==> src/rtl/core/gtmk_pkg.sv <==
// ============================================================================
// gtmk_pkg
// Shared types and constants of the fixed-point GEMM tile micro-kernel:
// field widths, register indexes, reset values, sequencer states and the
// control groups that pass between the control unit and its datapaths.
// ============================================================================
package gtmk_pkg;

    // Field widths
    localparam int DATA_W  = 16;                 // A and B elements, scales
    localparam int ACC_W   = 48;                 // accumulator width
    localparam int C_W     = 32;                 // C elements in and out
    localparam int PROD_W  = 2 * DATA_W;         // lane product width
    localparam int CFG_W   = 16;                 // widest register
    localparam int USED_W  = 3;                  // rows_used / cols_used
    localparam int CFGI_W  = 2;                  // register index width
    localparam int POS_OUT_W = 2;                // out_row / out_col width
    localparam int NUM_PORT_ELEMS = 4;           // A or B elements per beat

    // Scaler arithmetic: the accumulator is split into a low unsigned half
    // and a high signed half so no multiply exceeds 16 x 32 bits.
    localparam int LO_W    = 24;
    localparam int HI_W    = ACC_W - LO_W;
    localparam int PLO_W   = DATA_W + LO_W + 1;
    localparam int PHI_W   = DATA_W + HI_W;
    localparam int PC_W    = DATA_W + C_W;
    localparam int SUM_W   = 64;
    localparam int FRAC_W  = 8;                  // Q8.8 scale fraction bits

    localparam logic signed [SUM_W-1:0] ROUND_BIAS = SUM_W'(128);
    localparam logic signed [ACC_W-1:0] ACC_MAX = {1'b0, {(ACC_W-1){1'b1}}};
    localparam logic signed [ACC_W-1:0] ACC_MIN = {1'b1, {(ACC_W-1){1'b0}}};
    localparam logic signed [C_W-1:0]   C_MAX   = {1'b0, {(C_W-1){1'b1}}};
    localparam logic signed [C_W-1:0]   C_MIN   = {1'b1, {(C_W-1){1'b0}}};

    // Register indexes
    localparam logic [CFGI_W-1:0] CFG_ALPHA = 2'd0;
    localparam logic [CFGI_W-1:0] CFG_BETA  = 2'd1;
    localparam logic [CFGI_W-1:0] CFG_ROWS  = 2'd2;
    localparam logic [CFGI_W-1:0] CFG_COLS  = 2'd3;

    // Register reset values
    localparam logic signed [DATA_W-1:0] ALPHA_RESET = 16'sd256;
    localparam logic signed [DATA_W-1:0] BETA_RESET  = 16'sd0;
    localparam logic [USED_W-1:0]        ROWS_RESET  = 3'd4;
    localparam logic [USED_W-1:0]        COLS_RESET  = 3'd4;

    // Commands
    localparam logic CMD_UPDATE = 1'b0;
    localparam logic CMD_OUTPUT = 1'b1;

    // Sequencer states
    typedef enum logic [2:0] {
        ST_IDLE,
        ST_UPD_ACC,
        ST_DIV,
        ST_SEL,
        ST_MUL,
        ST_SUM,
        ST_RND
    } gtmk_state_t;

    // Control group for the MAC lanes
    typedef struct packed {
        logic load;     // capture a*b product
        logic accum;    // add product into the accumulator
        logic clear;    // zero the accumulator at end of tile
    } gtmk_lane_ctrl_t;

    // Control group for the output scaler
    typedef struct packed {
        logic load_c;   // capture incoming C element
        logic sel_en;   // capture selected accumulator
        logic mul_en;   // capture partial products
        logic sum_en;   // capture partial sums
    } gtmk_scl_ctrl_t;

endpackage

==> src/rtl/core/gtmk_mac_lane.sv <==
// ============================================================================
// gtmk_mac_lane
// One multiply-accumulate lane: registers a 16x16 product, then adds it
// into a 48-bit accumulator with saturation.
// ============================================================================
module gtmk_mac_lane (
    input  logic                                  clk,
    input  logic                                  rst_n,
    input  gtmk_pkg::gtmk_lane_ctrl_t             ctrl,
    input  logic signed [gtmk_pkg::DATA_W-1:0]    a,
    input  logic signed [gtmk_pkg::DATA_W-1:0]    b,
    output logic signed [gtmk_pkg::ACC_W-1:0]     acc
);
    import gtmk_pkg::*;

    logic signed [PROD_W-1:0] prod_reg;
    logic signed [ACC_W-1:0]  acc_reg;
    logic signed [ACC_W-1:0]  acc_next;
    logic signed [ACC_W:0]    acc_sum;

    // Capture the product
    always_ff @(posedge clk)
    begin
        if (ctrl.load)
        begin
            prod_reg <= a * b;
        end
    end

    // Add with saturation to the 48-bit range
    always_comb
    begin
        acc_sum  = (ACC_W+1)'(acc_reg) + (ACC_W+1)'(prod_reg);
        acc_next = acc_reg;
        if (ctrl.clear)
        begin
            acc_next = '0;
        end
        else if (ctrl.accum)
        begin
            if (acc_sum[ACC_W] != acc_sum[ACC_W-1])
            begin
                acc_next = acc_sum[ACC_W] ? ACC_MIN : ACC_MAX;
            end
            else
            begin
                acc_next = acc_sum[ACC_W-1:0];
            end
        end
    end

    always_ff @(posedge clk or negedge rst_n)
    begin
        if (!rst_n)
        begin
            acc_reg <= '0;
        end
        else
        begin
            acc_reg <= acc_next;
        end
    end

    assign acc = acc_reg;

endmodule

==> config.mk <==
export PLATFORM = sky130hd
export DESIGN_NAME = gtmk_mac_lane
export DESIGN_NICKNAME = d
export VERILOG_FILES = /design/src/rtl/core/gtmk_pkg.sv /design/src/rtl/core/gtmk_mac_lane.sv
export SDC_FILE = /design/constraint.sdc
export NUM_CORES = 1
export LEC_CHECK = 0
export BUFFER_PORTS_ARGS = -buffer_cell sky130_fd_sc_hd__buf_4
export CORE_ASPECT_RATIO = 0.75
export CORE_MARGIN = 8
export CORE_UTILIZATION = 24
export CTS_CLUSTER_SIZE = 14
export DETAILED_ROUTE_END_ITERATION = 16
export PLACE_DENSITY_LB_ADDON = 0.3
export SETUP_SLACK_MARGIN = 0.1
export SLEW_MARGIN = 25
export SYNTH_ARGS = -nofsm -noshare
export SYNTH_HDL_FRONTEND = slang
export SYNTH_SLANG_ARGS = --single-unit
==> constraint.sdc <==
create_clock -name clk -period 8.7 [get_ports clk]
set_input_delay 0.87 -clock clk [delete_from_list [all_inputs] [get_ports clk]]
set_output_delay 0.87 -clock clk [all_outputs]
set_load 0.03 [all_outputs]
# [After elaboration in Yosys (flattened, before gate mapping)]
# Index checks and enable logic that the tools add are counted.
[totals] register_bits=80 latch_bits=0 ram_bits=0 mem_bits_ro=0 in_bits=37 out_inout_bits=48 elab_cells=10 memories=0
[classes] n_addsub=1 mul=1 div_mod_pow=0 magnitude_cmp=0 n_eq_ne=1 shift=0 muxes=4 bitwise_logic=0 n_reduce_logical=1
[ops] cell="48-bit 2-to-1 mux" n=4
[ops] cell="48-bit by 32-bit adder with 49-bit output" n=1
[ops] cell="16-bit by 16-bit multiplier with 32-bit output" n=1
[ops] cell="2-bit nonzero test" n=1
[ops] cell="1-bit != test" n=1

# [Longest topological paths before layout]
[logic_depth] ltp_word=5 mapped_depth=23 ltp_nobuf=22

# [Least setup slack after synthesis]
# OpenSTA, ideal clock, no wires.
[synth_path] path_kind="input to register" start="input port a[11] in the netlist's numbering" end="register prod_reg[29] (data pin)" setup_time_ns=0.258 t_arrival_ns=6.525 t_required_ns=8.442 path_slack_ns=1.918 cell_stages=21 path_buffers=1 cell_sequence="clkbuf_1 -> nand2_1 -> fa_1 -> fa_1 -> fa_1 -> inv_1 -> fa_1 -> fa_1 -> inv_1 -> fa_1 -> inv_1 -> ha_1 -> a21o_1 -> a21o_1 -> a221o_1 -> a31o_1 -> a31o_2 -> o31ai_2 -> o2111ai_1 -> a21oi_1 -> xnor2_1"
[synth_between] elab_chain_cells=1
[synth_lines] element="start, declared" line_no="gtmk_mac_lane.sv:10" source="input logic signed [gtmk_pkg::DATA_W-1:0] a,"
[synth_lines] element="16-bit by 16-bit multiplier with 32-bit output" line_no="gtmk_mac_lane.sv:26" source="prod_reg <= a * b;"
[synth_lines] element="end signal, assigned" line_no="gtmk_mac_lane.sv:26"
[synth_lines] element="end, declared" line_no="gtmk_mac_lane.sv:16" source="logic signed [PROD_W-1:0] prod_reg;"
# Every way passes these cells.
# A chain may end at the register's enable or synchronous reset.

# [Final worst setup path]
[layout_path] start="input port b[4] in the netlist's numbering" end="register prod_reg[29] (data pin)"
[layout_between] elab_chain_cells=1
[layout_lines] element="start, declared" line_no="gtmk_mac_lane.sv:11" source="input logic signed [gtmk_pkg::DATA_W-1:0] b,"
[layout_lines] element="16-bit by 16-bit multiplier with 32-bit output" line_no="gtmk_mac_lane.sv:26"
# Every way passes these cells.

==> flow_summary.json <==
{
  "via_per_inst": 4.52,
  "via_count": 11300,
  "hold_viol_final": 0,
  "wl_um": 40900,
  "worstPathArrival_ns": 6.98,
  "clk_pin_slew_ns": 0.08,
  "overflow": 0,
  "synth_cells": 1606,
  "syn-num-nets": 2036,
  "globalplace.congestion": 0.831,
  "start_util": 0.242,
  "cp-end-kind": "register",
  "clk_latency_ns": 0.36,
  "antenna_found_initial": 0,
  "cts_sinks": 80,
  "slowest_stage": "fa_1",
  "die_h_um": 235,
  "ant_nets": 0,
  "hpwl_um": 33900,
  "max_freq_mhz": 146,
  "cpMostUsedCell": "fa_1",
  "nets": 2073,
  "wl_per_cell_um": 16.3,
  "status": "finished, final reports clean",
  "portBuffers": 84,
  "die_width_um": 308,
  "fin_setup_tns_ns": 0,
  "grt_pass1_vias": 11800,
  "core-area_sq_um": 63400,
  "synth_ff_type": "dfrtp_1",
  "cts_made_buffers": 9,
  "ctsHoldBuffers": 0,
  "clockBufferDepth": 2,
  "cts_tree": "yes",
  "post_cts_buffers": 0,
  "syn_area_sq_um": 15300,
  "utilization": 0.270,
  "worstSetupStartpointType": "primary input",
  "largest_reg_flops": 48,
  "antenna_cells": 0,
  "period_share": 0.790,
  "ys_async_sr_fraction": 0.600,
  "fin_crit_ns": 6.87,
  "worst_pin_slew_ns": 0.924,
  "yosysSeqAreaShare": 0.141,
  "area_growth_pct": 11.6,
  "drv_slew": 0,
  "skew_ns": 0.0121,
  "remaining_drc_errors": 0,
  "hp-class": "in -> async",
  "grt_start_max_net_pins": 49,
  "grt_pass1_wl_um": 66000,
  "ys_ff_latch": 80,
  "row_count": 80,
  "drive_above_1_share": 0.0746,
  "ios": 85,
  "worst-path-max-fanout": 16,
  "gr-usage-all-layers": 0.112,
  "cp.required_ns": 8.81,
  "path_cells": "buf_4, and2_1, fa_1, inv_1, fa_1, fa_1, inv_1, fa_1, fa_1, inv_1, fa_1, inv_1, ha_1, a21o_1, a21o_1, a221o_1, a31o_1, a31o_2, o31ai_2, o2111ai_1, a21oi_1, xnor2_1",
  "h-tree-depth": 3,
  "drt_pre_antenna_iters": 5,
  "criticalPathCategory": "in -> reg",
  "slew_headroom": 0.384,
  "drt_iter0_drc": 601,
  "syn_avg_cell_area_sq_um": 9.54,
  "critPathMaxStageDelay_ns": 0.53,
  "synth_edf_count": 32,
  "rsz0062_at_grt": "no",
  "synth_warnings": 0,
  "cts-root-buf": "clkbuf_16",
  "cts_resized": 0,
  "cap_violations": 0,
  "dieArea_sq_um": 72200,
  "synthDistinctLibCells": 70,
  "setup_viol": 0
}
==> cell type report <==
type                    instances  area, sq um
clock inverters                 7         85.1
inverters                     306         1150
fillers                      6695        46300
well taps                     861         1080
multi-input cells            1159        11700
flip-flops and latches         80         2160
repair buffers                 87          653
clock buffers                   9          225
==> Yosys cell counts, types with 5 or more instances <==
master	count	area share
o21bai_1	14	0.0069
nand4_1	12	0.0049
and4_1	5	0.0029
and2_1	138	0.056
a21oi_1	60	0.020
o21a_1	14	0.0069
nor3_1	5	0.0016
o21ai_0	34	0.011
nand2b_1	12	0.0049
ha_1	130	0.11
nand2_1	151	0.037
o211ai_1	8	0.0039
nor2b_1	7	0.0029
a31oi_1	10	0.0041
a211oi_1	11	0.0054
clkbuf_1	45	0.011
dfrtp_1	48	0.078
and3_1	9	0.0037
buf_2	8	0.0026
edfxtp_1	32	0.063
fa_1	263	0.34
nand3_1	11	0.0036
nor2_1	42	0.010
inv_1	306	0.075
a21o_1	39	0.019
a221o_1	48	0.031
xnor2_1	48	0.027
xor2_1	27	0.015
a21boi_0	6	0.0029
==> metal layers <==
metal	global-route usage	vias to the layer above	share of wire
met3	0.0102	37	0.031
met2	0.183	225	0.47
met5	0	-	0
met4	0.0208	0	0.013
met1	0.162	5808	0.49
li1	-	5275	-
==> path summary, 6_finish.rpt <==
check | slack [ns] | end | depth (start not counted) | from
max reg2reg | 4.88 | acc[20] | 11 | prod_reg[31]
max in group asynchronous | 7.67 | acc[21] | 1 | rst_n
min reg2reg | 0.56 | acc[40] | 1 | acc[40]
max | 1.83 | prod_reg[29] | 22 | b[4]
min in group clk | 0.56 | acc[40] | 1 | acc[40]
min | 0.52 | acc[47] | 1 | rst_n
==> per-stage QoR <==
step | area, sq um | worst slack, ns | cells | hold WS [ns]
2_1_floorplan | 15300 | 1.92 | 1606 | 0.567
3_5_place_dp | 16800 | 1.44 | 2493 | 0.546
4_1_cts | 17100 | 1.86 | 2509 | 0.563
5_1_grt | 17100 | 1.49 | 2509 | 0.580
3_3_place_gp | 16800 | 1.52 | 2493 | 0.541
6_report | 17100 | 1.83 | 2509 | 0.517
==> logic make-up after synthesis <==
| logic type | after synthesis | share of synthesized area |
|---|---|---|
| simple gates | 407 | 0.136 |
| flops | 80 | 0.141 |
| buf+inv | 367 | 0.0930 |
| xor+xnor | 75 | 0.0429 |
| compound gates | 283 | 0.136 |
| mux | 1 | 0.000654 |
| fa+ha+maj | 393 | 0.450 |
==> placed cells by master, fill, tap and decap left out, types with 14 or more instances in the layout <==
cell type  synthesis  layout
edfxtp_1          32      32
a221o_1           48      48
nand2_1          151     151
buf_4              1      87
fa_1             263     263
xor2_1            27      27
o21a_1            14      14
a21oi_1           60      60
a21o_1            39      39
o21bai_1          14      14
xnor2_1           48      48
and2_1           138     138
ha_1             130     130
inv_1            306     306
nor2_1            42      41
o21ai_0           34      34
dfrtp_1           48      48
==> critical path, delay by kind of cell <==
| family | cells | cell delay, ns |
|---|---|---|
| compound gates | 8 | 2.12 |
| xor+xnor | 1 | 0.09 |
| simple gates | 1 | 0.19 |
| fa+ha+maj | 7 | 3.32 |
| buf+inv | 5 | 0.38 |
Power is left out: the tool's default activity adds up to more than one toggle a clock period on the data nets, which glitch-free logic cannot reach.
