==> config.mk <==
export PLATFORM = sky130hd
export DESIGN_NAME = gtmk_scaler
export DESIGN_NICKNAME = d
export VERILOG_FILES = /design/src/rtl/core/gtmk_pkg.sv /design/src/rtl/core/gtmk_scaler.sv
export SDC_FILE = /design/constraint.sdc
export NUM_CORES = 2
export LEC_CHECK = 0
export BUFFER_PORTS_ARGS = -buffer_cell sky130_fd_sc_hd__buf_2
export CORE_MARGIN = 8
export CORE_UTILIZATION = 60
export CTS_BUF_LIST = sky130_fd_sc_hd__clkbuf_4
export DETAILED_ROUTE_END_ITERATION = 8
export PLACE_DENSITY = 0.8
export SLEW_MARGIN = 25
export SYNTH_ARGS = -nofsm -noshare
export SYNTH_HDL_FRONTEND = slang
export SYNTH_SLANG_ARGS = --single-unit
==> constraint.sdc <==
create_clock -name clk -period 7.1 [get_ports clk]
set_clock_uncertainty 0.1 [all_clocks]
set_input_delay 0.71 -clock clk [delete_from_list [all_inputs] [get_ports clk]]
set_output_delay 0.71 -clock clk [all_outputs]
set_load 0.01 [all_outputs]
==> src/rtl/core/gtmk_pkg.sv <==
// ============================================================================
// gtmk_pkg
// Shared types and constants of the fixed-point GEMM tile micro-kernel:
// field widths, register indexes, reset values, sequencer states and the
// control groups that pass between the control unit and its datapaths.
// ============================================================================
package gtmk_pkg;

    // Field widths
    localparam int DATA_W  = 16;                 // A and B elements, scales
    localparam int ACC_W   = 48;                 // accumulator width
    localparam int C_W     = 32;                 // C elements in and out
    localparam int PROD_W  = 2 * DATA_W;         // lane product width
    localparam int CFG_W   = 16;                 // widest register
    localparam int USED_W  = 3;                  // rows_used / cols_used
    localparam int CFGI_W  = 2;                  // register index width
    localparam int POS_OUT_W = 2;                // out_row / out_col width
    localparam int NUM_PORT_ELEMS = 4;           // A or B elements per beat

    // Scaler arithmetic: the accumulator is split into a low unsigned half
    // and a high signed half so no multiply exceeds 16 x 32 bits.
    localparam int LO_W    = 24;
    localparam int HI_W    = ACC_W - LO_W;
    localparam int PLO_W   = DATA_W + LO_W + 1;
    localparam int PHI_W   = DATA_W + HI_W;
    localparam int PC_W    = DATA_W + C_W;
    localparam int SUM_W   = 64;
    localparam int FRAC_W  = 8;                  // Q8.8 scale fraction bits

    localparam logic signed [SUM_W-1:0] ROUND_BIAS = SUM_W'(128);
    localparam logic signed [ACC_W-1:0] ACC_MAX = {1'b0, {(ACC_W-1){1'b1}}};
    localparam logic signed [ACC_W-1:0] ACC_MIN = {1'b1, {(ACC_W-1){1'b0}}};
    localparam logic signed [C_W-1:0]   C_MAX   = {1'b0, {(C_W-1){1'b1}}};
    localparam logic signed [C_W-1:0]   C_MIN   = {1'b1, {(C_W-1){1'b0}}};

    // Register indexes
    localparam logic [CFGI_W-1:0] CFG_ALPHA = 2'd0;
    localparam logic [CFGI_W-1:0] CFG_BETA  = 2'd1;
    localparam logic [CFGI_W-1:0] CFG_ROWS  = 2'd2;
    localparam logic [CFGI_W-1:0] CFG_COLS  = 2'd3;

    // Register reset values
    localparam logic signed [DATA_W-1:0] ALPHA_RESET = 16'sd256;
    localparam logic signed [DATA_W-1:0] BETA_RESET  = 16'sd0;
    localparam logic [USED_W-1:0]        ROWS_RESET  = 3'd4;
    localparam logic [USED_W-1:0]        COLS_RESET  = 3'd4;

    // Commands
    localparam logic CMD_UPDATE = 1'b0;
    localparam logic CMD_OUTPUT = 1'b1;

    // Sequencer states
    typedef enum logic [2:0] {
        ST_IDLE,
        ST_UPD_ACC,
        ST_DIV,
        ST_SEL,
        ST_MUL,
        ST_SUM,
        ST_RND
    } gtmk_state_t;

    // Control group for the MAC lanes
    typedef struct packed {
        logic load;     // capture a*b product
        logic accum;    // add product into the accumulator
        logic clear;    // zero the accumulator at end of tile
    } gtmk_lane_ctrl_t;

    // Control group for the output scaler
    typedef struct packed {
        logic load_c;   // capture incoming C element
        logic sel_en;   // capture selected accumulator
        logic mul_en;   // capture partial products
        logic sum_en;   // capture partial sums
    } gtmk_scl_ctrl_t;

endpackage

==> src/rtl/core/gtmk_scaler.sv <==
// ============================================================================
// gtmk_scaler
// Output scaler: (alpha*acc + beta*c + 128) >> 8, saturated to 32 bits.
// Three registered steps: select, partial products, partial sums; the
// final add, shift and clamp feed the output register.
// ============================================================================
module gtmk_scaler (
    input  logic                                clk,
    input  gtmk_pkg::gtmk_scl_ctrl_t            ctrl,
    input  logic signed [gtmk_pkg::ACC_W-1:0]   acc_in,
    input  logic signed [gtmk_pkg::C_W-1:0]     c_in,
    input  logic signed [gtmk_pkg::DATA_W-1:0]  alpha,
    input  logic signed [gtmk_pkg::DATA_W-1:0]  beta,
    output logic signed [gtmk_pkg::C_W-1:0]     result
);
    import gtmk_pkg::*;

    logic signed [ACC_W-1:0] acc_reg;
    logic signed [C_W-1:0]   c_reg;
    logic signed [PLO_W-1:0] p_lo_reg;
    logic signed [PHI_W-1:0] p_hi_reg;
    logic signed [PC_W-1:0]  p_c_reg;
    logic signed [SUM_W-1:0] s1_reg;
    logic signed [SUM_W-1:0] s2_reg;
    logic signed [SUM_W-1:0] total;
    logic signed [SUM_W-1:0] shifted;
    logic                    in_range;

    // Hold the operands and partial results
    always_ff @(posedge clk)
    begin
        if (ctrl.load_c)
        begin
            c_reg <= c_in;
        end
        if (ctrl.sel_en)
        begin
            acc_reg <= acc_in;
        end
        if (ctrl.mul_en)
        begin
            p_lo_reg <= alpha * $signed({1'b0, acc_reg[LO_W-1:0]});
            p_hi_reg <= alpha * $signed(acc_reg[ACC_W-1:LO_W]);
            p_c_reg  <= beta * c_reg;
        end
        if (ctrl.sum_en)
        begin
            s1_reg <= (SUM_W'(p_hi_reg) <<< LO_W) + SUM_W'(p_lo_reg);
            s2_reg <= SUM_W'(p_c_reg) + ROUND_BIAS;
        end
    end

    // Final add, floor shift and clamp
    always_comb
    begin
        total    = s1_reg + s2_reg;
        shifted  = total >>> FRAC_W;
        in_range = (&shifted[SUM_W-1:C_W-1]) || (~|shifted[SUM_W-1:C_W-1]);
        if (in_range)
        begin
            result = shifted[C_W-1:0];
        end
        else
        begin
            result = total[SUM_W-1] ? C_MIN : C_MAX;
        end
    end

endmodule

# Word-level counts from Yosys, hierarchy flattened
# Cells that the tools add are included.
[totals]
output_inout_bits = 32
wordCells = 19
ff_bits = 337
inputBits = 117
[op_classes]
n_mul = 3
n_mux = 2
n_reduce_logical = 4
add_sub_neg = 3
[op_table]
columns = ["cell", "count"]
rows = [
  ["$add A64 B41 Y64", 1],
  ["$add A64 B64 Y64", 1],
  ["$mux W32", 2],
  ["$add A48 B9 Y49 const B", 1],
  ["$mul A16 B32 Y48", 1],
  ["$mul A16 B25 Y41", 1],
  ["$mul A16 B24 Y40", 1],
  ["$reduce_and A25 Y1", 1],
  ["$reduce_or A25 Y1", 1],
  ["$logic_not A1 Y1", 1],
  ["$logic_or A1 B1 Y1", 1],
]

# Logic depth before layout (Yosys ltp)
[depth]
depth_word = 5
depth_mapped = 28
ltp_nobuf = 26

# Worst setup path before layout
# OpenSTA, ideal clock, no wires.
[synth_timing]
path_type = "input to register"
startpoint = "input alpha[7] (netlist name)"
endpoint = "register p_lo_reg[39], data pin"
slack_ns = -0.384
path_buffers = 2
cell_stages = 27
arrival_ns = 7.126
t_required_ns = 6.742
setup_ns = 0.258
path_cell_list = "clkbuf_1 -> clkbuf_1 -> nand2_1 -> fa_1 -> inv_1 -> fa_1 -> inv_1 -> fa_1 -> inv_1 -> fa_1 -> fa_1 -> inv_1 -> fa_1 -> inv_1 -> ha_1 -> a21o_1 -> a21o_1 -> a21o_1 -> a211oi_1 -> o21ai_0 -> or4b_2 -> a311oi_1 -> a41oi_1 -> a21oi_1 -> a211o_1 -> a21oi_1 -> xnor2_1"
[synth_between]
elab_chain_len = 1
[synth_lines]
columns = ["element", "line_no", "text"]
rows = [
  ["start, declared", "gtmk_scaler.sv:12", "input logic signed [gtmk_pkg::DATA_W-1:0] alpha,"],
  ["$mul A16 B25 Y41", "gtmk_scaler.sv:42", "p_lo_reg <= alpha * $signed({1'b0, acc_reg[LO_W-1:0]});"],
  ["end signal, assigned", "gtmk_scaler.sv:42", ""],
  ["end, declared", "gtmk_scaler.sv:20", "logic signed [PLO_W-1:0] p_lo_reg;"],
]
# No other way between the ends.
# A chain may end at the register's enable or synchronous reset.

# Worst setup path in the final report
[layout_timing]
startpoint = "register acc_reg[37]"
endpoint = "register p_hi_reg[39], data pin"
[layout_between]
elab_chain_len = 1
[layout_lines]
columns = ["element", "line_no", "text"]
rows = [
  ["start, declared", "gtmk_scaler.sv:18", "logic signed [ACC_W-1:0] acc_reg;"],
  ["start signal, assigned", "gtmk_scaler.sv:38", "acc_reg <= acc_in;"],
  ["$mul A16 B24 Y40", "gtmk_scaler.sv:43", "p_hi_reg <= alpha * $signed(acc_reg[ACC_W-1:LO_W]);"],
  ["end signal, assigned", "gtmk_scaler.sv:43", ""],
  ["end, declared", "gtmk_scaler.sv:21", "logic signed [PHI_W-1:0] p_hi_reg;"],
]
# No other way between the ends.

==> flow_summary_export.csv <==
group,metric,value,unit
route,drt_iter0_drc,3381,
timing,rsz0062_at_grt,"yes",
global_route,grt-ovfl-total,0,
clock_tree,htree_num_levels,3,
yosys,synth_cell_type_count,73,
run_status,status,"completed",
yosys,synth_flop_cell,"edfxtp_1",
route,vias,46200,
route,drcViolationCount,0,
global_route,grt_usage,0.274,
clock_tree,cts_tree,"done",
setup_path,worst-path-max-fanout,6,
layout,drive_above_1_share,0.126,
floorplan,die_y,333,µm
yosys,yosys_warnings,0,
setup_path,crit_required,7.63,ns
clock_tree,clockBufferDepth,3,
flow_run,max-cap-violations,0,
placed_design,port_buffers,148,
floorplan,num_io_pins,149,
clock_tree,cts_buffers,92,
timing,tightest_slew,0.911,ns
route,vias_per_cell,5.55,
placed_design,hpwl,124000,µm
hold_path,hold_class,"input pin to flop",
clock_tree,path_clk_slew,0.09,ns
timing,setup_viol,0,
timing,slew-limit-headroom,0.393,
layout,fill_cells,7264,
floorplan,die_w,333,µm
yosys,syn-num-nets,8069,
floorplan,die-area,111000,µm²
route,wl_per_cell,18.1,µm
timing,finalHoldViolCount,0,
yosys,synth_area,60200,µm²
layout,seqCellArea,9670,µm²
floorplan,initial_core_util,0.603,
timing,max_freq,0.144,GHz
layout,largest_reg_flops,64,
setup_path,end_kind,"flop",
yosys,avgSynthCellArea,9.50,µm²
placed_design,gp_congestion,0.942,
yosys,syn_inst,6333,
yosys,async_flop_share,0,
timing,min_period,6.93,ns
setup_path,crit_path_start_kind,"flop",
global_route,grt_pass1_vias,50500,
route,drt-total-wl,150000,µm
yosys,ys_seq_area_frac,0.161,
route,dr.pass1.iters,5,
timing,drv_slew,0,
layout,post-route-util,0.683,
yosys,synth-edff-count,322,
setup_path,cp.arrival,7.46,ns
layout,areaGrowthSynthToFinish,13.2,%
yosys,ys_ff_latch,322,
floorplan,rows,116,
clock_tree,numClockSinks,322,
route,antenna_left,0,
timing,finalCritPeriodShare,0.976,
floorplan,fp.coreArea,99700,µm²
global_route,antenna_found_initial,9,
global_route,grt_start_max_net_pins,69,
layout,final_net_count,8672,
clock_tree,worstSkewPairLatency,0.93,ns
setup_path,critPathKind,"flop to flop",
clock_tree,root_buffer,"clkbuf_4",
global_route,grt_pass1_wl,247000,µm
layout,multi_input_area,44500,µm²
==> repair_timing <==
| action | CTS | global route |
|---|---|---|
| setup buffers | 14 | 48 |
| pin swaps | 0 | 23 |
| endpoints found under the setup margin | 10 | 36 |
| hold buffers | 80 | 0 |
| resized for setup | 5 | 41 |
| endpoints found under the hold margin | 80 | 0 |
==> cell usage after synthesis, types with 10 or more instances <==
cell type / instances / area share
fa_1: 1167 / 0.39
o21ai_1: 34 / 0.0028
clkbuf_1: 242 / 0.015
inv_1: 1391 / 0.087
edfxtp_1: 322 / 0.16
a21o_1: 84 / 0.010
or2_2: 10 / 0.0010
and2_1: 534 / 0.056
nor2_1: 189 / 0.012
nand4_1: 46 / 0.0048
nor3_1: 37 / 0.0031
nand2_1: 825 / 0.051
and3_1: 31 / 0.0032
ha_1: 452 / 0.094
nor2b_1: 25 / 0.0026
o21a_1: 26 / 0.0032
xor2_1: 74 / 0.011
nand3_1: 45 / 0.0037
xnor2_1: 182 / 0.026
o21ai_0: 107 / 0.0089
or3_1: 12 / 0.0012
a21oi_1: 231 / 0.019
a31oi_1: 16 / 0.0017
o31ai_1: 10 / 0.0012
o21bai_1: 44 / 0.0055
nand2b_1: 42 / 0.0044
a211oi_1: 19 / 0.0024
==> critical path, stage by stage (launching register included) <==
cell      delay (ns)
edfxtp_1        0.53
buf_6           0.19
and2_1          0.17
fa_1            0.53
inv_1           0.05
fa_1            0.47
fa_1            0.57
fa_1            0.45
fa_1            0.46
fa_1            0.51
inv_1           0.05
ha_1            0.30
a21oi_2         0.13
o21bai_1        0.07
a21o_1          0.17
a21o_1          0.19
a21oi_2         0.15
and3_4          0.21
a311oi_1        0.12
o31a_1          0.32
or4_4           0.43
a31o_2          0.25
a21oi_2         0.15
xnor2_1         0.07
==> through the flow <==
stage	setup WS, ns	cell area [µm²]	hold slack [ns]	setup TNS (ns)	cells
3_3_place_gp	-0.491	65400	0.302	-4.60	7998
2_1_floorplan	-0.00459	60300	0.300	-0.00459	6333
6_report	0.170	68100	0.264	0	8317
3_5_place_dp	-0.589	65400	0.305	-8.56	7998
5_1_grt	-0.0952	68100	0.254	-0.183	8312
4_1_cts	0.0114	67500	0.200	0	8257
==> cells by family after synthesis <==
logic type               share of synthesized area
AND/OR/NAND/NOR                              0.147
buffers and inverters                        0.103
adder cells (fa/ha/maj)                      0.482
AO/OA/AOI/OAI                               0.0693
flip-flops                                   0.161
XOR/XNOR                                    0.0373
multiplexers                              0.000686
==> final timing paths <==
kind | slack, ns | end | start | cells past startpoint
setup / recovery | 0.17 | p_hi_reg[39] | acc_reg[37] | 23
hold / removal | 0.26 | s2_reg[43] | ctrl[0] | 1
setup reg to reg | 0.17 | p_hi_reg[39] | acc_reg[37] | 23
hold reg to reg | 0.31 | s1_reg[12] | p_lo_reg[12] | 0
==> layout make-up <==
type	count	area share
diodes	12	0.000441
inverters	1394	0.0768
clock buffers	125	0.0138
repair buffers	758	0.0851
clock inverters	40	0.00402
flip-flops and latches	322	0.142
multi-input cells	4368	0.654
well taps	1298	0.0238
==> layer usage <==
layer,vias to the layer above,part of all wire,global-route usage
li1,20700,-,-
met5,-,0.00017,0
met3,534,0.069,0.0433
met1,23000,0.38,0.334
met2,1869,0.50,0.479
met4,4,0.050,0.128
==> layout by cell type, fill, tap and decap left out, drive strengths merged, types with 12 or more instances in the layout <==
master and instances:
clkinv 36, edfxtp 322, or3 12, xnor2 182, nand2 825, a21oi 231, a211oi 21, inv 1395
nand2b 42, o21ai 141, fa 1167, a31oi 16, nor2b 25, clkbuf 125, nand3 45, o21a 26
nor3 37, and3 31, nor2 189, and2 534, buf 678, dlygate4sd3 80, diode 12, nand4 46
o21bai 44, xor2 74, ha 452, a21o 84
Power is not shown: default switching activity piles up to over one toggle a cycle in this logic, so the estimate is an artifact.
