--- config.mk ---
export PLATFORM = sky130hd
export DESIGN_NAME = gtmk_pos_div
export DESIGN_NICKNAME = d
export VERILOG_FILES = /design/src/rtl/core/gtmk_pkg.sv /design/src/rtl/core/gtmk_pos_div.sv
export SDC_FILE = /design/constraint.sdc
export NUM_CORES = 1
export LEC_CHECK = 0
export BUFFER_PORTS_ARGS = -buffer_cell sky130_fd_sc_hd__buf_4
export CAP_MARGIN = 20
export CORE_MARGIN = 2
export CORE_UTILIZATION = 44
export DETAILED_ROUTE_END_ITERATION = 8
export PLACE_DENSITY = 0.73
export SLEW_MARGIN = 20
export SYNTH_ARGS = -nofsm -noshare
export SYNTH_HDL_FRONTEND = slang
export SYNTH_SLANG_ARGS = --single-unit
--- constraint.sdc ---
create_clock -name clk -period 2 [get_ports clk]
set_clock_uncertainty 0.2 [all_clocks]
set_input_delay 0.1 -clock clk [delete_from_list [all_inputs] [get_ports clk]]
set_output_delay 0.1 -clock clk [all_outputs]
set_load 0.02 [all_outputs]
--- src/rtl/core/gtmk_pkg.sv ---
// ============================================================================
// gtmk_pkg
// Shared types and constants of the fixed-point GEMM tile micro-kernel:
// field widths, register indexes, reset values, sequencer states and the
// control groups that pass between the control unit and its datapaths.
// ============================================================================
package gtmk_pkg;

    // Field widths
    localparam int DATA_W  = 16;                 // A and B elements, scales
    localparam int ACC_W   = 48;                 // accumulator width
    localparam int C_W     = 32;                 // C elements in and out
    localparam int PROD_W  = 2 * DATA_W;         // lane product width
    localparam int CFG_W   = 16;                 // widest register
    localparam int USED_W  = 3;                  // rows_used / cols_used
    localparam int CFGI_W  = 2;                  // register index width
    localparam int POS_OUT_W = 2;                // out_row / out_col width
    localparam int NUM_PORT_ELEMS = 4;           // A or B elements per beat

    // Scaler arithmetic: the accumulator is split into a low unsigned half
    // and a high signed half so no multiply exceeds 16 x 32 bits.
    localparam int LO_W    = 24;
    localparam int HI_W    = ACC_W - LO_W;
    localparam int PLO_W   = DATA_W + LO_W + 1;
    localparam int PHI_W   = DATA_W + HI_W;
    localparam int PC_W    = DATA_W + C_W;
    localparam int SUM_W   = 64;
    localparam int FRAC_W  = 8;                  // Q8.8 scale fraction bits

    localparam logic signed [SUM_W-1:0] ROUND_BIAS = SUM_W'(128);
    localparam logic signed [ACC_W-1:0] ACC_MAX = {1'b0, {(ACC_W-1){1'b1}}};
    localparam logic signed [ACC_W-1:0] ACC_MIN = {1'b1, {(ACC_W-1){1'b0}}};
    localparam logic signed [C_W-1:0]   C_MAX   = {1'b0, {(C_W-1){1'b1}}};
    localparam logic signed [C_W-1:0]   C_MIN   = {1'b1, {(C_W-1){1'b0}}};

    // Register indexes
    localparam logic [CFGI_W-1:0] CFG_ALPHA = 2'd0;
    localparam logic [CFGI_W-1:0] CFG_BETA  = 2'd1;
    localparam logic [CFGI_W-1:0] CFG_ROWS  = 2'd2;
    localparam logic [CFGI_W-1:0] CFG_COLS  = 2'd3;

    // Register reset values
    localparam logic signed [DATA_W-1:0] ALPHA_RESET = 16'sd256;
    localparam logic signed [DATA_W-1:0] BETA_RESET  = 16'sd0;
    localparam logic [USED_W-1:0]        ROWS_RESET  = 3'd4;
    localparam logic [USED_W-1:0]        COLS_RESET  = 3'd4;

    // Commands
    localparam logic CMD_UPDATE = 1'b0;
    localparam logic CMD_OUTPUT = 1'b1;

    // Sequencer states
    typedef enum logic [2:0] {
        ST_IDLE,
        ST_UPD_ACC,
        ST_DIV,
        ST_SEL,
        ST_MUL,
        ST_SUM,
        ST_RND
    } gtmk_state_t;

    // Control group for the MAC lanes
    typedef struct packed {
        logic load;     // capture a*b product
        logic accum;    // add product into the accumulator
        logic clear;    // zero the accumulator at end of tile
    } gtmk_lane_ctrl_t;

    // Control group for the output scaler
    typedef struct packed {
        logic load_c;   // capture incoming C element
        logic sel_en;   // capture selected accumulator
        logic mul_en;   // capture partial products
        logic sum_en;   // capture partial sums
    } gtmk_scl_ctrl_t;

endpackage

--- src/rtl/core/gtmk_pos_div.sv ---
// ============================================================================
// gtmk_pos_div
// Bit-serial restoring divider: splits the row-major output position into
// row (quotient) and column (remainder) by the used column count.
// ============================================================================
module gtmk_pos_div #(
    parameter int POS_W = 5,
    parameter int DIV_W = 4
) (
    input  logic             clk,
    input  logic             rst_n,
    input  logic             start,
    input  logic [POS_W-1:0] dividend,
    input  logic [DIV_W-1:0] divisor,
    output logic             busy,
    output logic [POS_W-1:0] quotient,
    output logic [DIV_W-1:0] remainder
);
    import gtmk_pkg::*;

    localparam int CNT_W = $clog2(POS_W + 1);

    logic [CNT_W-1:0] cnt_reg;
    logic [CNT_W-1:0] cnt_next;
    logic [POS_W-1:0] q_reg;
    logic [POS_W-1:0] q_next;
    logic [DIV_W-1:0] rem_reg;
    logic [DIV_W-1:0] rem_next;
    logic [DIV_W:0]   rem_sh;
    logic [DIV_W:0]   rem_sub;
    logic             q_bit;
    logic [POS_W:0]   q_sh;

    // One quotient bit per cycle
    always_comb
    begin
        rem_sh   = {rem_reg, q_reg[POS_W-1]};
        rem_sub  = rem_sh - {1'b0, divisor};
        q_bit    = (rem_sh >= {1'b0, divisor});
        q_sh     = {q_reg, q_bit};
        cnt_next = cnt_reg;
        q_next   = q_reg;
        rem_next = rem_reg;
        if (start)
        begin
            cnt_next = CNT_W'(POS_W);
            q_next   = dividend;
            rem_next = '0;
        end
        else if (cnt_reg != '0)
        begin
            cnt_next = cnt_reg - 1'b1;
            q_next   = q_sh[POS_W-1:0];
            rem_next = q_bit ? rem_sub[DIV_W-1:0] : rem_sh[DIV_W-1:0];
        end
    end

    always_ff @(posedge clk or negedge rst_n)
    begin
        if (!rst_n)
        begin
            cnt_reg <= '0;
        end
        else
        begin
            cnt_reg <= cnt_next;
        end
    end

    always_ff @(posedge clk)
    begin
        q_reg   <= q_next;
        rem_reg <= rem_next;
    end

    assign busy      = (cnt_reg != '0);
    assign quotient  = q_reg;
    assign remainder = rem_reg;

endmodule

# == Yosys cells after proc, flatten, opt, wreduce, memory -nomap -nowiden ==
# Index checks and enable logic that the tools add are counted.
# word_totals
romBits,0
ramBits,0
ff_bits,12
mem_count,0
latchBits,0
in_bits,12
word_cells,13
output_inout_bits,10
# classes
n_addsub,2
n_eq_ne,0
mux,5
shift,0
n_div,0
multipliers,0
n_bitwise,0
n_reduce_logical,2
n_lt_le_gt_ge,1
# op_table
cell,n
2-to-1 mux 5 bit,2
2-to-1 mux 3 bit,2
>= comparator 5 x 4 -> 1 bit,1
2-to-1 mux 4 bit,1
subtractor 4 bit,1
nonzero test 3 bit,1
"subtractor 3 x 1 -> 3 bit, second input constant",1
nonzero test 2 bit,1

# == Logic depth before layout (Yosys ltp) ==
# Gate-level depths: netlist of the first run.
# depth
ltp_word,3
mapped_depth,8
ltp_nobuf,7

# == Least setup slack after synthesis of the first run ==
# No wires, ideal clock.
# synth_timing
path_type,flip-flop to flip-flop
startpoint,reg rem_reg[0] (netlist: remainder[0])
endpoint,"reg q_reg[0] (netlist: quotient[0]), data pin"
required_time_ns,1.540
path_stages_with_launch,6
slack_ns,-0.053
setup_ns,0.260
synth_period_minus_slack_ns,2.053
n_path_buf,0
arrival_ns,1.593
cell_sequence,dfxtp_1 ha_1 nor2b_1 o221a_4 or2_4 mux2_2
# synth_between
elab_chain_len,3
# synth_lines
item,line,rtl
start: declaration,gtmk_pos_div.sv:27,logic [DIV_W-1:0] rem_reg;
start signal: assignment,gtmk_pos_div.sv:73,rem_reg <= rem_next;
>= comparator 5 x 4 -> 1 bit,gtmk_pos_div.sv:39,"q_bit = (rem_sh >= {1'b0, divisor});"
2-to-1 mux 5 bit,gtmk_pos_div.sv:50,else if (cnt_reg != '0)
2-to-1 mux 5 bit,gtmk_pos_div.sv:44,if (start)
net q_next[0],gtmk_pos_div.sv:26,logic [POS_W-1:0] q_next;
end signal: assignment,gtmk_pos_div.sv:72,q_reg <= q_next;
end: declaration,gtmk_pos_div.sv:25,logic [POS_W-1:0] q_reg;
# The timed path passes the listed nets, and every way through them passes these cells. The select of a mux whose other input is x is not followed.
# A chain may end at the register's enable or synchronous reset.

# == Worst setup path after layout of the first run ==
# layout_timing
startpoint,reg rem_reg[1] (netlist: remainder[1])
endpoint,"reg q_reg[0] (netlist: quotient[0]), data pin"
# Same word-level chain as after synthesis.

==> results of run 1 <==
[cell families after synthesis]
group / share of synthesized area [%]
DFF: 41.9
adders and majority gates: 13.1
xor gates and xnor gates: 2.41
AOI/OAI and AO/OA: 14.8
muxes: 7.73
buffers and inverters: 6.19
and+or+nand+nor: 13.9
[how the worst max path moves through the flow]
stage,start,endpoint,slack (ns),depth (start not counted)
2_1_floorplan,quotient[4],quotient[0],0.01,6
3_3_place_gp,remainder[0],quotient[0],0.06,5
3_5_place_dp,remainder[1],quotient[0],0.03,5
4_1_cts,remainder[0],quotient[0],0.02,5
5_1_grt,quotient[4],quotient[0],0.01,6
6_report,remainder[1],quotient[0],0.06,5
[cell type report]
type	count	area, sq um	share of cell area, %
Clock buffer	3	22.5	2.08
Clock inverter	1	3.75	0.346
Inverter	10	37.5	3.46
Multi-Input combinational cell	46	415	38.3
Sequential cell	12	308	28.4
Tap cell	16	20.0	1.85
Timing Repair Buffer	34	278	25.6
[where the power goes]
part           switching [uW]  internal (uW)  leakage, uW
registers                51.5            338     0.000121
logic                     310            337     0.000364
clock network            81.0           72.2    0.0000154
total                     442            747     0.000500
[tightest hold or removal path: stages]
cell	delay (ns)
buf_4	0.10
fa_1	0.18
nor3_1	0.06
o21ai_0	0.08
o211ai_1	0.10
[cell usage in the layout (no fill, tap or decap)]
master         Yosys  layout
a211oi_1           1       1
a21o_1             1       1
a21oi_1            2       2
a311oi_1           1       1
a32o_1             1       1
buf_4              0      25
clkbuf_4           0       3
clkinv_1           0       1
dfrtp_1            3       3
dfxtp_1            4       2
dfxtp_2            0       2
dlygate4sd3_1      0       9
edfxtp_1           5       5
fa_1               1       1
ha_1               6       3
ha_2               0       1
ha_4               0       2
inv_1             10      10
mux2_2             5       5
nand2_1            1       1
nand2b_1           1       1
nand3b_1           1       1
nand4_1            1       1
nor2_1             7       7
nor2b_1            2       1
nor2b_4            0       1
nor3_1             1       1
nor4_1             1       1
o211ai_1           2       2
o21ai_0            1       1
o221a_4            1       1
o22ai_1            1       1
o311a_1            1       1
o31ai_1            1       1
or2_2              1       1
or2_4              1       2
or3_1              1       1
xnor2_1            1       1
xor2_1             1       1
[layer usage]
metal  GRT usage [%]  routed length, um  vias to the layer above
met3            3.67                 67                        6
li1                -                  -                      323
met1            22.1                713                      286
met5               0                  0                        -
met2            31.6                824                       17
met4            10.9                 37                        0
[per-stage QoR]
stage	setup slack (ns)	cell area (sq um)
finish	0.0580	1080
global placement	0.0633	926
global route	0.0127	1080
CTS	0.0183	1040
floorplan	0.0103	733
detailed placement	0.0294	926
[timing repair]
item / in CTS / in global routing
setup buffers: 0 / 1
resized for setup: 0 / 6
setup endpoints to repair: 0 / 1
hold endpoints to repair: 12 / 0
hold buffers: 9 / 0
==> out/metrics.csv, run 1 <==
metric;value;unit
result_of_the_run;finished clean;
final.setup.tns;0;ns
synth_most_common_cell;inv_1;
synth_top_area_share;20.6;%
worstHoldPathCells;5;
grt_max_degree;16;
startpoint_type;flop;
routed_wire_length_per_instance;13.5;um
core-area;1520;sq um
wire_length_of_the_first_global_routing_pass;2.59;mm
tritoncts;yes;
fp-row-count;14;
place_hpwl;1.28;mm
cts-htree-levels;1;
global_route.overflow_total;0;
grt_pass1_vias;611;
synthesis.area;728;sq um
rr_startpoint;remainder[1];
unrepaired_setup_endpoints_after_global_routing;false;
crit_path_top_delay_cell;dfxtp_2;
powerDensity;1100;nW/um^2
routed-via-count;632;
die_width;44.7;um
worst_path_largest_cell_delay;0.34;ns
critical_path.max_fanout;5;
regToRegSetupSlack;0.06;ns
grtUsageTotal;18.8;%
hp-start;divisor[1];
antenna_cells_inserted;0;
max-cap-violations;0;
number_of_enable_flip_flop_cells_after_synthesis;5;
critPathArrivalTime;1.77;ns
synth_fp_nets;89;
worst_hold_slack;0.192;ns
postSynthRegisterBits;12;
gp_congestion;0.863;
synth.area.top_cells;edfxtp_1, dfxtp_1, dfrtp_1;
maximum_resistive_drop_on_vdd;646;uV
postSynth.asyncResetShare;25.0;%
synth_commonest_cells;inv_1, nor2_1, ha_1, edfxtp_1, mux2_2;
cp_top_family;simple AND/OR/NAND/NOR gates;
critPathCaptureType;flop;
drt_first_pass_iters;4;
hold_viol_final;0;
dominant_synthesized_flop_cell;edfxtp_1;
finalCoreUtilization;71.2;%
placed_cells_incl_taps;108;
timing.final.setup_violations;0;
number_of_buffers_created_by_cts;3;
clock_sink_count;12;
postSynthAreaPerCell;10.4;sq um
postRouteAntennaNets;0;
yosysSeqAreaShare;41.9;%
synth_area_leader_cell;edfxtp_1;
final_layout_size_suffix_gt1_share;40.6;%
clk_lat_worst_skew;0.27;ns
synth_cell_type_count;33;
worst_r2r_path_depth;5;
holdCritPathClass;in2reg;
drt_wl_total;1.64;mm
path_clk_slew;0.07;ns
port-buffer-count;21;
layout_min_cycle_time;1.94;ns
critPathBufInv;0;
drv_slew;0;
final_standard_cell_count_with_taps_included_and_fillers_excluded;122;
synth_cells;70;
drc;0;
relSlewSlack;84.6;%
fp.dieArea;2000;sq um
die_height;44.7;um
starting_density;47.8;%
crit_path_cell_trace;ha_4 -> or2_4 -> o221a_4 -> or2_4 -> mux2_2;
largest_register_ffs;5;
finalPower;1190;uW
num-fill-cells;117;
clock_tree.root_cell;clkbuf_4;
total_leakage_power;0.000500;uW
via_cell_ratio;5.18;
boundaryPins;22;
timing_worst_slew_pin_value;0.229;ns
final_nets;126;
dr.first_iter.drc_count;9;
final.period_utilization;97.1;%
min_delay_worst_endpoint;remainder[1];
critPathRequiredTime;1.83;ns
initial_antenna_violation_count;0;
cts.path.max_buffers;2;
ys.warnings.count;0;
rr_endpoint;quotient[0];
maxClockFrequency;515;MHz
syn_to_final_growth;49.0;%
cpMostUsedCell;or2_4;
critical_path_class;reg2reg;
Power figures use the tool's default switching activity.
==> run 2, diff against run 1 <==
Settings changed: ABC_AREA set to 1, SKIP_CTS_REPAIR_TIMING set to 1.
==> run 2 against run 1 <==
Non-clock buffer count down 1. Cell area down 4.2%. Critical endpoint is now quotient[3]. Area after synthesis down 2.7%. Sequential power up 5%. Flip-flop and latch count unchanged. Total power up 6.0%. Critical path depth unchanged. Routed wire length down 2.6%.
==> out/metrics.csv, run 2 <==
metric;value;unit
synth_fp_nets;106;
max-cap-violations;0;
maxClockFrequency;616;MHz
timing_worst_slew_pin_value;0.242;ns
final_nets;144;
routed_wire_length_per_instance;11.4;um
synthesis.area;708;sq um
syn_to_final_growth;46.8;%
postSynth.asyncResetShare;25.0;%
critical_path_class;in2reg;
worst_r2r_path_depth;7;
postRouteAntennaNets;0;
placed_cells_incl_taps;125;
fp.dieArea;1950;sq um
dr.first_iter.drc_count;16;
synth_cells;87;
synth_most_common_cell;nand2_1;
drt_wl_total;1.60;mm
drt_first_pass_iters;4;
routed-via-count;679;
tritoncts;yes;
total_leakage_power;0.000544;uW
largest_register_ffs;5;
finalCoreUtilization;69.0;%
fp-row-count;14;
global_route.overflow_total;0;
seqPwrFrac;32.3;%
layout.area.seq;305;sq um
die_height;44.1;um
number_of_buffers_created_by_cts;3;
clock_tree.root_cell;clkbuf_4;
grt_pass1_vias;569;
final.setup.tns;0;ns
number_of_enable_flip_flop_cells_after_synthesis;5;
cts.path.max_buffers;2;
synth_simple_gate_area_share;26.9;%
synth_mux_area_share;0;%
num-fill-cells;118;
cell_internal_pwr;748;uW
final_standard_cell_count_with_taps_included_and_fillers_excluded;140;
p_comb_share;52.1;%
synth_commonest_cells;nand2_1, inv_1, nand3_1, ha_1, edfxtp_1;
grtUsageTotal;17.0;%
layout_min_cycle_time;1.62;ns
wire_length_of_the_first_global_routing_pass;2.34;mm
holdCritPathClass;in2reg;
port-buffer-count;21;
postSynthAreaPerCell;8.14;sq um
drv_slew;0;
gp_congestion;0.872;
boundaryPins;22;
powerDensity;1210;nW/um^2
worstHoldPathCells;3;
startpoint_type;primary input;
timing.final.setup_violations;0;
synth-adder-area-share;13.4;%
multi_input_comb_area;350;sq um
dpl-instance-area;893;sq um
final_layout_size_suffix_gt1_share;25.0;%
yosysSeqAreaShare;43.1;%
synth_cell_type_count;20;
final.period_utilization;81.1;%
die_width;44.1;um
grt_max_degree;9;
unrepaired_setup_endpoints_after_global_routing;false;
synth_compound_area_share;6.71;%
relSlewSlack;83.8;%
drc;0;
antenna_cells_inserted;0;
initial_antenna_violation_count;0;
path_clk_slew;0.08;ns
cts-htree-levels;1;
critPathCaptureType;flop;
final_cell_area;1040;sq um
clk_lat_worst_skew;0.28;ns
power_frac_clock;15.5;%
starting_density;47.0;%
via_cell_ratio;4.85;
critPathRequiredTime;1.84;ns
dominant_synthesized_flop_cell;edfxtp_1;
layout_commonest_cell;nand2_1;
synth_top_family_by_area;simple AND/OR/NAND/NOR gates;
maximum_resistive_drop_on_vdd;758;uV
power_switching;513;uW
synth.area.top_cells;edfxtp_1, nand2_1, dfxtp_1;
yosys.area_share.xor_xnor;2.47;%
postSynthRegisterBits;12;
place_hpwl;1.12;mm
mostFrequentLayoutCells;nand2_1, buf_4, inv_1;
critical_path.max_fanout;1;
critPathArrivalTime;1.46;ns
clock_sink_count;12;
synth_top_area_share;21.2;%
result_of_the_run;finished clean;
ys.warnings.count;0;
synth_area_leader_cell;edfxtp_1;
fraction_of_power_spent_switching_nets;40.7;%
hold_viol_final;0;
core-area;1510;sq um
-- run 2: cell count changes after synthesis, moves of 2 or more --
| cell | before | now |
|---|---|---|
| o211ai_1 | 2 | 0 |
| nor2b_1 | 2 | 0 |
| nand2_2 | 0 | 2 |
| nor2_1 | 7 | 3 |
| nand2_1 | 1 | 30 |
| nand3_1 | 0 | 8 |
| mux2_2 | 5 | 0 |
| inv_1 | 10 | 13 |
| clkbuf_1 | 2 | 0 |
-- run 2: worst max-delay path: stages --
cell	delay [ns]
dlygate4sd3_1	0.54
buf_4	0.13
nand2_1	0.08
dlygate4sd3_1	0.56
nand2_1	0.06
-- run 2: area by class of cell --
| cell class | instances | area share (%) |
|---|---|---|
| clock buffer | 4 | 3.49 |
| inverter | 14 | 5.05 |
| multi-input combinational | 61 | 33.7 |
| sequential | 12 | 29.4 |
| tap | 16 | 1.93 |
| timing repair buffer | 33 | 26.5 |
-- run 2: power by group through the flow --
stage	Clock, uW	Combinational, uW	Sequential (uW)
6_report	196	657	408
5_1_grt	212	747	419
4_1_cts	202	641	407
3_5_place_dp	0	638	412
2_1_floorplan	0	372	477
3_3_place_gp	0	625	409
-- run 2: worst paths after layout --
| kind | start | endpoint | slack (ns) |
|---|---|---|---|
| max | dividend[3] | quotient[3] | 0.38 |
| min | start | cnt_reg[2] | 0.0007 |
| max reg2reg | remainder[1] | remainder[1] | 0.38 |
| min reg2reg | remainder[3] | remainder[3] | 0.28 |
| max in group asynchronous | rst_n | cnt_reg[2] | 0.96 |
| min in group asynchronous | rst_n | cnt_reg[0] | 0.49 |
-- run 2: cell families after synthesis --
kind of cell / after synthesis
AND/OR/NAND/NOR: 45
AO/OA/AOI/OAI: 7
flip-flops: 12
XOR/XNOR: 2
adder cells (fa/ha/maj): 7
buffers and inverters: 14
-- run 2: metrics by stage --
stage               hold slack, ns  total power (uW)  worst slack (ns)
floorplan                   -0.396               849             0.316
global placement            -0.310              1030             0.378
detailed placement          -0.310              1050             0.395
CTS                         -0.614              1250             0.384
global route               0.00389              1380             0.201
finish                    0.000684              1260             0.378
-- run 2: metal layers --
metal | share of wire, % | up-vias | global-route usage [%]
met5 | 0 | - | 0
met4 | 2.4 | 0 | 7.27
met3 | 5.5 | 6 | 6.12
met2 | 50 | 18 | 28.8
met1 | 42 | 305 | 19.3
li1 | - | 350 | -
